## src/design/rms_pkg.sv

```systemverilog
`timescale 1ns / 1ps
// ----------------------------------------------------------------------------
// rms_pkg
// Shared types for the range median select block.
// ----------------------------------------------------------------------------
package rms_pkg;

  localparam int unsigned VALUE_W = 32;

  typedef struct packed {
    logic signed [VALUE_W-1:0] value;
    logic                      last;
  } item_t;

  typedef enum logic [2:0] {
    ST_IDLE,
    ST_CMP,
    ST_PUT,
    ST_DONE,
    ST_MA,
    ST_MB,
    ST_OUT
  } back_state_t;

endpackage

```

## src/design/rms_front.sv

```systemverilog
`timescale 1ns / 1ps
// ----------------------------------------------------------------------------
// rms_front
// Input acceptor: two-entry word queue toward the sorter.
// ----------------------------------------------------------------------------
module rms_front import rms_pkg::*; (
  input  logic        clk,
  input  logic        rst_n,
  input  logic        in_tvalid,
  output logic        in_tready,
  input  logic [31:0] in_tdata,
  input  logic        in_tuser,
  output logic        q_valid,
  output item_t       q_item,
  input  logic        q_pop
);

  item_t      buf_r [2];
  logic       wptr_r, wptr_nxt;
  logic       rptr_r, rptr_nxt;
  logic [1:0] cnt_r, cnt_nxt;
  logic       push;

  assign in_tready = (cnt_r != 2'd2);
  assign push      = in_tvalid && in_tready;
  assign q_valid   = (cnt_r != 2'd0);
  assign q_item    = buf_r[rptr_r];

  always_comb begin
    wptr_nxt = push ? ~wptr_r : wptr_r;
    rptr_nxt = q_pop ? ~rptr_r : rptr_r;
    cnt_nxt  = cnt_r + {1'b0, push} - {1'b0, q_pop};
  end

  always_ff @(posedge clk) begin
    if (!rst_n) begin
      wptr_r <= 1'b0;
      rptr_r <= 1'b0;
      cnt_r  <= 2'd0;
    end else begin
      wptr_r <= wptr_nxt;
      rptr_r <= rptr_nxt;
      cnt_r  <= cnt_nxt;
    end
  end

  always_ff @(posedge clk) begin
    if (push) begin
      buf_r[wptr_r] <= '{value: in_tdata, last: in_tuser};
    end
  end

endmodule

```

## config.mk

```make
export PLATFORM = sky130hd
export DESIGN_NAME = rms_front
export DESIGN_NICKNAME = d
export VERILOG_FILES = /design/src/design/rms_pkg.sv /design/src/design/rms_front.sv
export SDC_FILE = /design/constraint.sdc
export NUM_CORES = 1
export LEC_CHECK = 0
export ABC_AREA = 1
export BUFFER_PORTS_ARGS = -buffer_cell sky130_fd_sc_hd__buf_2
export CORE_UTILIZATION = 50
export CTS_BUF_LIST = sky130_fd_sc_hd__clkbuf_4
export DETAILED_ROUTE_END_ITERATION = 6
export GPL_ROUTABILITY_DRIVEN = 0
export PLACE_DENSITY = 0.85
export SYNTH_ARGS = -nofsm -noshare
export SYNTH_HDL_FRONTEND = slang
export SYNTH_SLANG_ARGS = --single-unit
```

## constraint.sdc

```tcl
create_clock -name clk -period 8.1 [get_ports clk]
set_clock_uncertainty 0.2 [all_clocks]
set_input_delay 0.405 -clock clk [delete_from_list [all_inputs] [get_ports clk]]
set_output_delay 0.405 -clock clk [all_outputs]
set_load 0.05 [all_outputs]
```

==> summary.txt, run 1 <==
Outcome
  • Status: finished, final reports clean

Drt
  • Post-DRT Antenna Nets: 0
  • Vias per inst: roughly 4.7
  • First-pass DRT Iterations: 4
  • Via count: between 1500 and 2000
  • Final routed DRC violation total: 0
  • Total Routed Length: ~4500 µm
  • Iter 0 DRT Violations: 117
  • Wire per inst: 14.05 µm

CTS
  • Clock slew at reported path FFs: around 0.10 ns
  • Cts bufs inserted: 9
  • Clock Tree Buf Depth: 2
  • CTS tree: built
  • Skew-Pair Late Insertion Delay: approximately 0.37 ns
  • Root Buffer Master: clkbuf_4
  • CTS sink cnt: 71
  • H-tree depth: 3

Cells and area
  • Finished Layout Cells: approximately 320
  • Most common cell after layout, fill and taps aside: buf_2
  • Share of cells above drive strength 1: 47.62%
  • Post-route cell area: 3591 µm²
  • Fin util: around 70%
  • Register area: roughly 2100 µm²
  • Final #Nets: 285
  • Most frequent cells in the layout: buf_2 (71), edfxtp_1 (66), dlygate4sd3_1 (34)
  • Layout fillers: roughly 380
  • Footprint of the multi-input gates: 600.6 µm²
  • Area grow syn2layout: 29.86%
  • Antenna diodes: 0

Yosys
  • Syn_area_per_cell: slightly above 20 µm²
  • Mapped cell area: 2765 µm²
  • Yosys reg bits: a little over 70
  • Synth Net Count: approximately 170
  • Cells after Synth: approximately 140
  • Library cells used by synthesis: 15
  • Sequential fraction of the synthesis area: between 70% and 80%
  • Synth warn: 0

STA
  • Final Setup Violations: 0
  • Final min period: 2.666 ns
  • Slew @ Worst Pin: 1.056 ns
  • Setup TNS: 0 ns
  • RSZ-0062 raised after global routing: false
  • Hold Vio Cnt, Final: 0
  • Worst slew margin: approximately 30%
  • Max-slew violations: 0
  • Crit share post-route: roughly 33%
  • FMAX: approximately 380 MHz

Pwr
  • P per Cell Area: 229.4 nW/µm²
  • VDD IR max: roughly 0.18 mV
  • Sw frac: roughly 31%
  • Static Leak: around 1.5 nW
  • Comb pwr share: ~25%
  • Total power: a little over 0.0008 W
  • P_sw: 0.0002570 W
  • Flop pwr share: 55.1%
  • Power share of the clock group: 20.2%
  • Int Power: about 0.00057 W

Floorplan
  • Placeable Area: about 5200 µm²
  • Initial Util: 53.13%
  • IO Pins: between 70 and 80
  • Die area: about 5800 µm²
  • Die height: approximately 76 µm
  • Die Span X: about 76 µm
  • # rows: 26

Critical path
  • Slowest cell delay on critical path: around 1.1 ns
  • Crit Path Class: reg2out
  • Worst endpoint required time: ~7.5 ns
  • Worst Path Arrival: 2.06 ns
  • CP Cell Sequence: mux2_2, buf_2
  • Setup crit end kind: output port
  • Worst setup SP type: flip-flop
  • CP max-delay cell: dfxtp_2
  • CP Max Fanout: 33

Place
  • Final HPWL DP: between 2000 and 3000 µm
  • Dpl cells: roughly 270
  • Post-DP Area: between 3000 and 4000 µm²
  • Port Buf Inserts: slightly above 70

Run
  • Max Cap Viol: 0

GRT
  • First-pass GRT wire length: between 7000 and 8000 µm
  • GRT Residual Overflow: 0
  • Initial antenna violation count: 0
  • Pin count of the biggest net entering global routing: 35
  • Vias in the first global route: 1562
  • Total Routing Usage GR: between 15 and 20%

Worst hold path
  • Worst hold path class: in2reg
what timing repair did:
item                                   CTS  global route
resized for setup                        0             0
endpoints found under the hold margin   65             2
buffers inserted                         0             0
hold buffers                            33             1
final timing paths:
check	from	endpoint	slack (ns)	cells past startpoint
worst min-delay path	q_pop	cnt_r[1]$_SDFF_PN0_	0.14	3
worst max-delay path	flip-flop	q_item[32]	5.43	2
worst min register to register	rptr_r$_SDFFE_PN0P_	rptr_r$_SDFFE_PN0P_	0.33	2
worst max register to register	cnt_r[0]$_SDFF_PN0_	buf_r[1][25]$_DFFE_PP_	6.14	4
power groups by stage:
stage / Sequential (W) / Combinational, W / Clock [W]
floorplan: 0.000452 / 0.000165 / 0
global route: 0.000458 / 0.000214 / 0.000193
global placement: 0.000461 / 0.000188 / 0
finish: 0.000454 / 0.000203 / 0.000166
CTS: 0.000455 / 0.000205 / 0.000174
detailed placement: 0.000463 / 0.000192 / 0
metal layers:
metal  track usage [%]  vias to the layer above  wire length, µm
met3             5.269                        6              138
met2             28.83                       40             2524
met5                 0                        -                0
met4             10.00                        0               75
met1             18.96                      728             1784
li1                  -                      727                -
through the flow:
step                worst slack [ns]  hold WS (ns)
finish                         5.434        0.1382
global route                   5.278        0.1062
CTS                            5.371      0.001032
detailed placement             5.820        0.3029
global placement               5.832        0.2958
floorplan                      5.110        0.2799
worst max-delay path: cells and delay by family, from the launching register on:
family | cells | cell delay (ns)
flops | 1 | 1.05
mux | 1 | 0.43
buf+inv | 1 | 0.21
cell type report:
cell class / instances / share of cell area [%]
Inverter: 7 / 0.7317
Timing Repair Buffer: 105 / 19.37
Sequential cell: 71 / 58.01
Tap cell: 70 / 2.439
Clock inverter: 7 / 0.8362
Multi-Input combinational cell: 53 / 16.72
Clock buffer: 9 / 1.882
logic make-up after synthesis:
| logic type | Yosys count | share of synthesized area, % |
|---|---|---|
| compound gates | 2 | 0.3620 |
| xor+xnor | 2 | 0.6336 |
| fa+ha+maj | 1 | 0.4524 |
| buf+inv | 11 | 3.530 |
| flops | 71 | 75.29 |
| mux | 33 | 17.51 |
| simple gates | 15 | 2.217 |
synth_stat cells:
cell type	number	area, µm²
nand2_1	8	30.03
nand3_1	1	5.000
dfxtp_1	5	100.1
nor3_1	1	5.000
ha_1	1	12.51
edfxtp_1	66	1982
nand2_2	1	6.260
mux2_4	30	450.4
mux2_2	3	33.78
xnor2_1	2	17.52
inv_1	7	26.28
nor2_1	4	15.01
buf_6	1	11.26
buf_12	3	60.06
a21oi_1	2	10.01
registers in the layout, indices dropped and copies added (netlist names), named ones only:
name / cells
rptr_r: 1
cnt_r: 2
buf_r: 66
wptr_r: 1
(Power assumes the default switching activity.)
==> run 2, diff against run 1 <==
--- a/config.mk
+++ b/config.mk
@@ -7,11 +7,11 @@
 export LEC_CHECK = 0
 export ABC_AREA = 1
 export BUFFER_PORTS_ARGS = -buffer_cell sky130_fd_sc_hd__buf_2
-export CORE_UTILIZATION = 50
+export CORE_UTILIZATION = 49
 export CTS_BUF_LIST = sky130_fd_sc_hd__clkbuf_4
 export DETAILED_ROUTE_END_ITERATION = 6
 export GPL_ROUTABILITY_DRIVEN = 0
-export PLACE_DENSITY = 0.85
+export PLACE_DENSITY = 0.87
 export SYNTH_ARGS = -nofsm -noshare
 export SYNTH_HDL_FRONTEND = slang
 export SYNTH_SLANG_ARGS = --single-unit
==> constraint.sdc (replaced) <==
create_clock -name clk -period 2.22 [get_ports clk]
set_clock_uncertainty 0.2 [all_clocks]
set_input_delay 0.111 -clock clk [delete_from_list [all_inputs] [get_ports clk]]
set_output_delay 0.111 -clock clk [all_outputs]
set_load 0.05 [all_outputs]
==> summary.txt, run 2 (same netlist as run 1, synthesis figures left out) <==
Outcome
  • Status: finished, final reports clean (unchanged)

CTS
  • CTS tree: built (unchanged)
  • CTS Hold Bufs: 37 (was 33)
  • PostCTS Resize Cnt: 0 (unchanged)
  • H-tree depth: 3 (unchanged)
  • Root Buffer Master: clkbuf_4 (unchanged)
  • Clock Tree Buf Depth: 2 (unchanged)
  • Skew-Pair Late Insertion Delay: 0.38 ns (was 0.37 ns)
  • Clock slew at reported path FFs: 0.11 ns (was 0.10 ns)
  • CTS sink cnt: 71 (unchanged)
  • Post-CTS Setup Bufs: 0 (unchanged)
  • Cts bufs inserted: 9 (unchanged)

Drt
  • Post-DRT Antenna Nets: 0 (unchanged)
  • First-pass DRT Iterations: 4 (unchanged)
  • Total Routed Length: 4839 µm (was 4523 µm)
  • Wire per inst: 14.75 µm (was 14.05 µm)
  • Iter 0 DRT Violations: 22 (was 117)
  • Final routed DRC violation total: 0 (unchanged)
  • Vias per inst: 4.677 (was 4.661)
  • Via count: 1534 (was 1501)

Pwr
  • Total power: 0.003183 W (was 0.0008237 W)
  • Static Leak: 1.507 nW (was 1.455 nW)
  • VDD IR max: 0.5229 mV (was 0.1778 mV)
  • P_sw: 0.0009467 W (was 0.0002570 W)
  • P per Cell Area: 859.7 nW/µm² (was 229.4 nW/µm²)
  • Power share of the clock group: 23.8% (was 20.2%)
  • Comb pwr share: 24.8% (was 24.7%)
  • Flop pwr share: 51.4% (was 55.1%)
  • Sw frac: 29.74% (was 31.20%)
  • Int Power: 0.002236 W (was 0.0005667 W)

STA
  • Crit share post-route: between 90% and 100%
  • Hold slack final: 0.2368 ns (was 0.1382 ns)
  • Hold Vio Cnt, Final: 0 (unchanged)
  • RSZ-0062 raised after global routing: false (unchanged)
  • FMAX: just under 500 MHz
  • Slew @ Worst Pin: 0.4390 ns (was 1.056 ns)
  • Final min period: approximately 2.1 ns
  • Worst slew margin: 70.74% (was 29.59%)
  • Max-slew violations: 0 (unchanged)
  • Final Setup Violations: 0 (unchanged)

Floorplan
  • Placeable Area: 5270 µm² (was 5205 µm²)
  • Die area: 5947 µm² (was 5832 µm²)
  • Initial Util: 52.47% (was 53.13%)
  • # rows: 26 (unchanged)
  • IO Pins: 72 (unchanged)
  • Die Span X: 77.12 µm (was 76.37 µm)
  • Die height: 77.12 µm (was 76.37 µm)

GRT
  • Vias in the first global route: 1657 (was 1562)
  • First-pass GRT wire length: 7541 µm (was 7231 µm)
  • Initial antenna violation count: 0 (unchanged)
  • Total Routing Usage GR: 17.54% (was 17.05%)
  • Pin count of the biggest net entering global routing: 34 (was 35)
  • GRT Residual Overflow: 0 (unchanged)

Place
  • Port Buf Inserts: 71 (unchanged)
  • Final HPWL DP: 2983 µm (was 2873 µm)

Cells and area
  • Most frequent cells in the layout: buf_2 (71), edfxtp_1 (66), dlygate4sd3_1 (37) (was buf_2 (71), edfxtp_1 (66), dlygate4sd3_1 (34))
  • Max reg flops: 66 (unchanged)
  • Area grow syn2layout: 33.89% (was 29.86%)
  • Top flop regs: buf_r (66), cnt_r (2) (unchanged)
  • Layout fillers: 373 (was 383)
  • Fin util: 70.25% (was 68.99%)
  • Antenna diodes: 0 (unchanged)
  • Footprint of the multi-input gates: 600.6 µm² (unchanged)
  • Final #Nets: 291 (was 285)
  • Share of cells above drive strength 1: 48.84% (was 47.62%)
  • Top reg by flops: buf_r (unchanged)
  • Register area: 2083 µm² (unchanged)
  • Most common cell after layout, fill and taps aside: buf_2 (unchanged)

Critical path
  • Worst setup SP type: flip-flop (unchanged)
  • Worst Path Arrival: 1.77 ns (was 2.06 ns)
  • R2r setup slk: 0.22 ns (was 6.14 ns)
  • Slowest cell delay on critical path: 0.53 ns (was 1.05 ns)
  • CP Cell Sequence: buf_12, mux2_2, buf_2 (was mux2_2, buf_2)
  • CP max-delay cell: dfxtp_2 (unchanged)
  • CP Max Fanout: 25 (was 33)
  • Crit Path Class: reg2out (unchanged)
  • Setup crit end kind: output port (unchanged)
  • Worst endpoint required time: 1.91 ns (was 7.50 ns)

Worst hold path
  • Worst hold path class: in2reg (unchanged)

Run
  • Max Cap Viol: 0 (unchanged)
[run 2: changes by cell type in the layout (fill, tap and decap cells not counted), sizes merged]
cell         change
clkinv           -3
buf              +3
bufinv           +1
clkbuf           +2
dlygate4sd3      +3
[run 2: path summary, 6_finish.rpt]
check / start / end / cells after the start
worst max-delay path: flip-flop / q_item[0] / 3
worst min-delay path: in_tdata[26] / buf_r[0][27]$_DFFE_PP_ / 2
worst max register to register: cnt_r[0]$_SDFF_PN0_ / cnt_r[0]$_SDFF_PN0_ / 8
worst min register to register: rptr_r$_SDFFE_PN0P_ / rptr_r$_SDFFE_PN0P_ / 2
[run 2: cell type report]
type	instances	area share [%]
Inverter	7	0.7097
Sequential cell	71	56.27
Multi-Input combinational cell	53	16.22
Clock buffer	11	2.230
Tap cell	70	2.366
Timing Repair Buffer	111	20.89
Clock inverter	5	1.318
[run 2: power groups by stage]
stage	registers, W	clock network, W	logic [W]
2_1_floorplan	0.00165	0	0.000603
3_3_place_gp	0.00166	0	0.000726
3_5_place_dp	0.00167	0	0.000737
4_1_cts	0.00164	0.000790	0.000794
5_1_grt	0.00165	0.000828	0.000830
6_report	0.00163	0.000758	0.000789
[run 2: worst max-delay path: cells and delay by family (launching register included)]
kind	cells	cell delay (ns)
buf+inv	2	0.47
mux	1	0.37
flops	1	0.53
[run 2: stage by stage]
| step | cells | TNS (ns) | setup WS, ns | area (µm²) |
|---|---|---|---|---|
| after detailed placement | 275 | 0 | 0.5248 | 3201 |
| after global placement | 275 | 0 | 0.5680 | 3201 |
| after global routing | 328 | 0 | 0.05187 | 3702 |
| after CTS | 328 | 0 | 0.09762 | 3702 |
| after floorplan | 135 | -14.24 | -0.2242 | 2770 |
| final | 328 | 0 | 0.1391 | 3702 |
[run 2: routing by layer]
layer	vias to the layer above	track usage (%)	part of all wire, %	wire length (µm)
li1	740	-	-	-
met1	743	16.81	36	1766
met2	41	33.72	58	2823
met3	10	3.810	3.2	157
met4	0	10.19	1.9	93
met5	-	0	0	0
==> run 3, diff against run 2 <==
--- a/config.mk
+++ b/config.mk
@@ -6,12 +6,13 @@
 export NUM_CORES = 1
 export LEC_CHECK = 0
 export ABC_AREA = 1
-export BUFFER_PORTS_ARGS = -buffer_cell sky130_fd_sc_hd__buf_2
-export CORE_UTILIZATION = 49
+export CORE_UTILIZATION = 59
 export CTS_BUF_LIST = sky130_fd_sc_hd__clkbuf_4
 export DETAILED_ROUTE_END_ITERATION = 6
+export DONT_BUFFER_PORTS = 1
 export GPL_ROUTABILITY_DRIVEN = 0
 export PLACE_DENSITY = 0.87
+export REMOVE_ABC_BUFFERS = 1
 export SYNTH_ARGS = -nofsm -noshare
 export SYNTH_HDL_FRONTEND = slang
 export SYNTH_SLANG_ARGS = --single-unit
==> summary.txt, run 3 (same netlist as run 1, synthesis figures left out) <==
Outcome
  • Status: finished with violations (was finished, final reports clean)
  • Failing checks: DRC

CTS
  • CTS sink cnt: 71 (unchanged)
  • Clock slew at reported path FFs: 0.09 ns (was 0.11 ns)
  • Post-CTS Setup Bufs: 0 (unchanged)
  • Clock Tree Buf Depth: 2 (unchanged)
  • Root Buffer Master: clkbuf_4 (unchanged)
  • Skew-Pair Late Insertion Delay: 0.39 ns (was 0.38 ns)
  • CTS tree: built (unchanged)
  • H-tree depth: 3 (unchanged)
  • Cts bufs inserted: 9 (unchanged)

Place
  • Dpl cells: 189 (was 275)
  • Final HPWL DP: 2732 µm (was 2983 µm)
  • Port Buf Inserts: 0 (was 71)

Floorplan
  • # rows: 24 (was 26)
  • Die area: 4965 µm² (was 5947 µm²)
  • Initial Util: 62.22% (was 52.47%)
  • Die Span X: 70.46 µm (was 77.12 µm)
  • Placeable Area: 4444 µm² (was 5270 µm²)
  • IO Pins: 72 (unchanged)
  • Die height: 70.46 µm (was 77.12 µm)

STA
  • Hold Vio Cnt, Final: 0 (unchanged)
  • Setup TNS: 0 ns (unchanged)
  • Crit share post-route: 93.83% (was 93.74%)
  • Final min period: 2.083 ns (was 2.081 ns)
  • Final Setup Violations: 0 (unchanged)
  • Worst slew margin: 68.47% (was 70.74%)
  • Hold slack final: 0.1151 ns (was 0.2368 ns)
  • Max-slew violations: 0 (unchanged)
  • RSZ-0062 raised after global routing: false (unchanged)
  • Slew @ Worst Pin: 0.4718 ns (was 0.4390 ns)
  • FMAX: 480.1 MHz (was 480.6 MHz)

Drt
  • Post-DRT Antenna Nets: 0 (unchanged)
  • Final routed DRC violation total: 13 (was 0)
  • Iter 0 DRT Violations: 95 (was 22)
  • Vias per inst: 5.277 (was 4.677)
  • Via count: 1277 (was 1534)
  • Wire per inst: 18.35 µm (was 14.75 µm)
  • First-pass DRT Iterations: 6 (was 4)
  • Total Routed Length: 4441 µm (was 4839 µm)

Critical path
  • Setup crit end kind: flip-flop (was output port)
  • CP Max Fanout: 5 (was 25)
  • Worst setup SP type: flip-flop (unchanged)
  • Worst endpoint required time: 2.31 ns (was 1.91 ns)
  • Worst Path Arrival: 2.17 ns (was 1.77 ns)
  • Crit Path Class: reg2reg (was reg2out)

GRT
  • Vias in the first global route: 1395 (was 1657)
  • Met1 GRT Util: 20.73% (was 16.81%)
  • GRT Residual Overflow: 0 (unchanged)
  • First-pass GRT wire length: 6989 µm (was 7541 µm)
  • Global routing met2 resource utilization: 36.68% (was 33.72%)
  • Pin count of the biggest net entering global routing: 25 (was 34)
  • Met3 Track Usage GR: 6.205% (was 3.810%)
  • Global route hottest layer: met2 (unchanged)
  • Initial antenna violation count: 0 (unchanged)
  • Total Routing Usage GR: 20.16% (was 17.54%)

Run
  • Max Cap Viol: 0 (unchanged)

Pwr
  • Static Leak: 1.237 nW (was 1.507 nW)
  • P per Cell Area: 903.4 nW/µm² (was 859.7 nW/µm²)
  • Total power: 0.003020 W (was 0.003183 W)
  • VDD IR max: 0.6242 mV (was 0.5229 mV)

Worst hold path
  • Worst hold path class: in2reg (unchanged)

Cells and area
  • Area grow syn2layout: 20.91% (was 33.89%)
  • Top flop regs: buf_r (66), cnt_r (2) (unchanged)
  • Max reg flops: 66 (unchanged)
  • Share of cells above drive strength 1: 30.53% (was 48.84%)
  • Most common cell after layout, fill and taps aside: edfxtp_1 (was buf_2)
  • Finished Layout Cells: 242 (was 328)
  • Top reg by flops: buf_r (unchanged)
  • Final #Nets: 223 (was 291)
  • Antenna diodes: 0 (unchanged)
  • Most frequent cells in the layout: edfxtp_1 (66), dlygate4sd3_1 (37), mux2_4 (30) (was buf_2 (71), edfxtp_1 (66), dlygate4sd3_1 (37))
[run 3: changes by cell type in the layout (fill, tap and decap cells not counted), sizes merged]
cell,change
clkinvlp,+1
buf,-68
bufinv,-1
[run 3: layer usage]
| layer | routed length (µm) | vias to the layer above |
|---|---|---|
| met3 | 232 | 6 |
| met4 | 73 | 0 |
| met2 | 2466 | 50 |
| met5 | 0 | - |
| met1 | 1668 | 612 |
| li1 | - | 609 |
[run 3: path summary, 6_finish.rpt]
path / startpoint / depth (start not counted) / to / slack [ns]
max reg2reg: cnt_r[0]$_SDFF_PN0_ / 8 / cnt_r[0]$_SDFF_PN0_ / 0.14
min reg2reg: rptr_r$_SDFFE_PN0P_ / 2 / flip-flop / 0.37
max: cnt_r[0]$_SDFF_PN0_ / 8 / cnt_r[0]$_SDFF_PN0_ / 0.14
min: q_pop / 6 / cnt_r[1]$_SDFF_PN0_ / 0.12
[run 3: layout make-up]
cell class                      instances  area (µm²)
Inverter                                7       26.28
Clock inverter                          5       25.02
Clock buffer                           11       82.58
Tap cell                               52       65.06
Timing Repair Buffer                   43       452.9
Sequential cell                        71        2083
Fill cell                             277        1101
Multi-Input combinational cell         53       608.1
[run 3: worst max-delay path, stage by stage, from the launching register on]
cell,delay [ns]
dfxtp_1,0.36
inv_1,0.07
nand2_1,0.09
nand2_2,0.15
xnor2_2,0.21
ha_1,0.26
nand2_1,0.06
dlygate4sd3_1,0.54
inv_1,0.04
[run 3: through the flow]
step	cell area, µm²	utilization, %	worst slack (ns)
6_report	3343	75.23	0.1371
5_1_grt	3343	75.23	0.07452
4_1_cts	3336	75.06	0.1488
3_5_place_dp	2858	64.30	0.5327
3_3_place_gp	2858	64.30	0.6137
2_1_floorplan	2694	-	-0.7699
[run 3: repair_timing]
item | in CTS | in global routing
endpoints found under the hold margin | 71 | 0
resized for setup | 0 | 1
hold buffers | 37 | 0
endpoints found under the setup margin | 0 | 1
[run 3: where the power goes]
group          internal [W]  switching, W
clock              0.000245      0.000413
combinational      0.000236      0.000490
sequential          0.00159     0.0000445
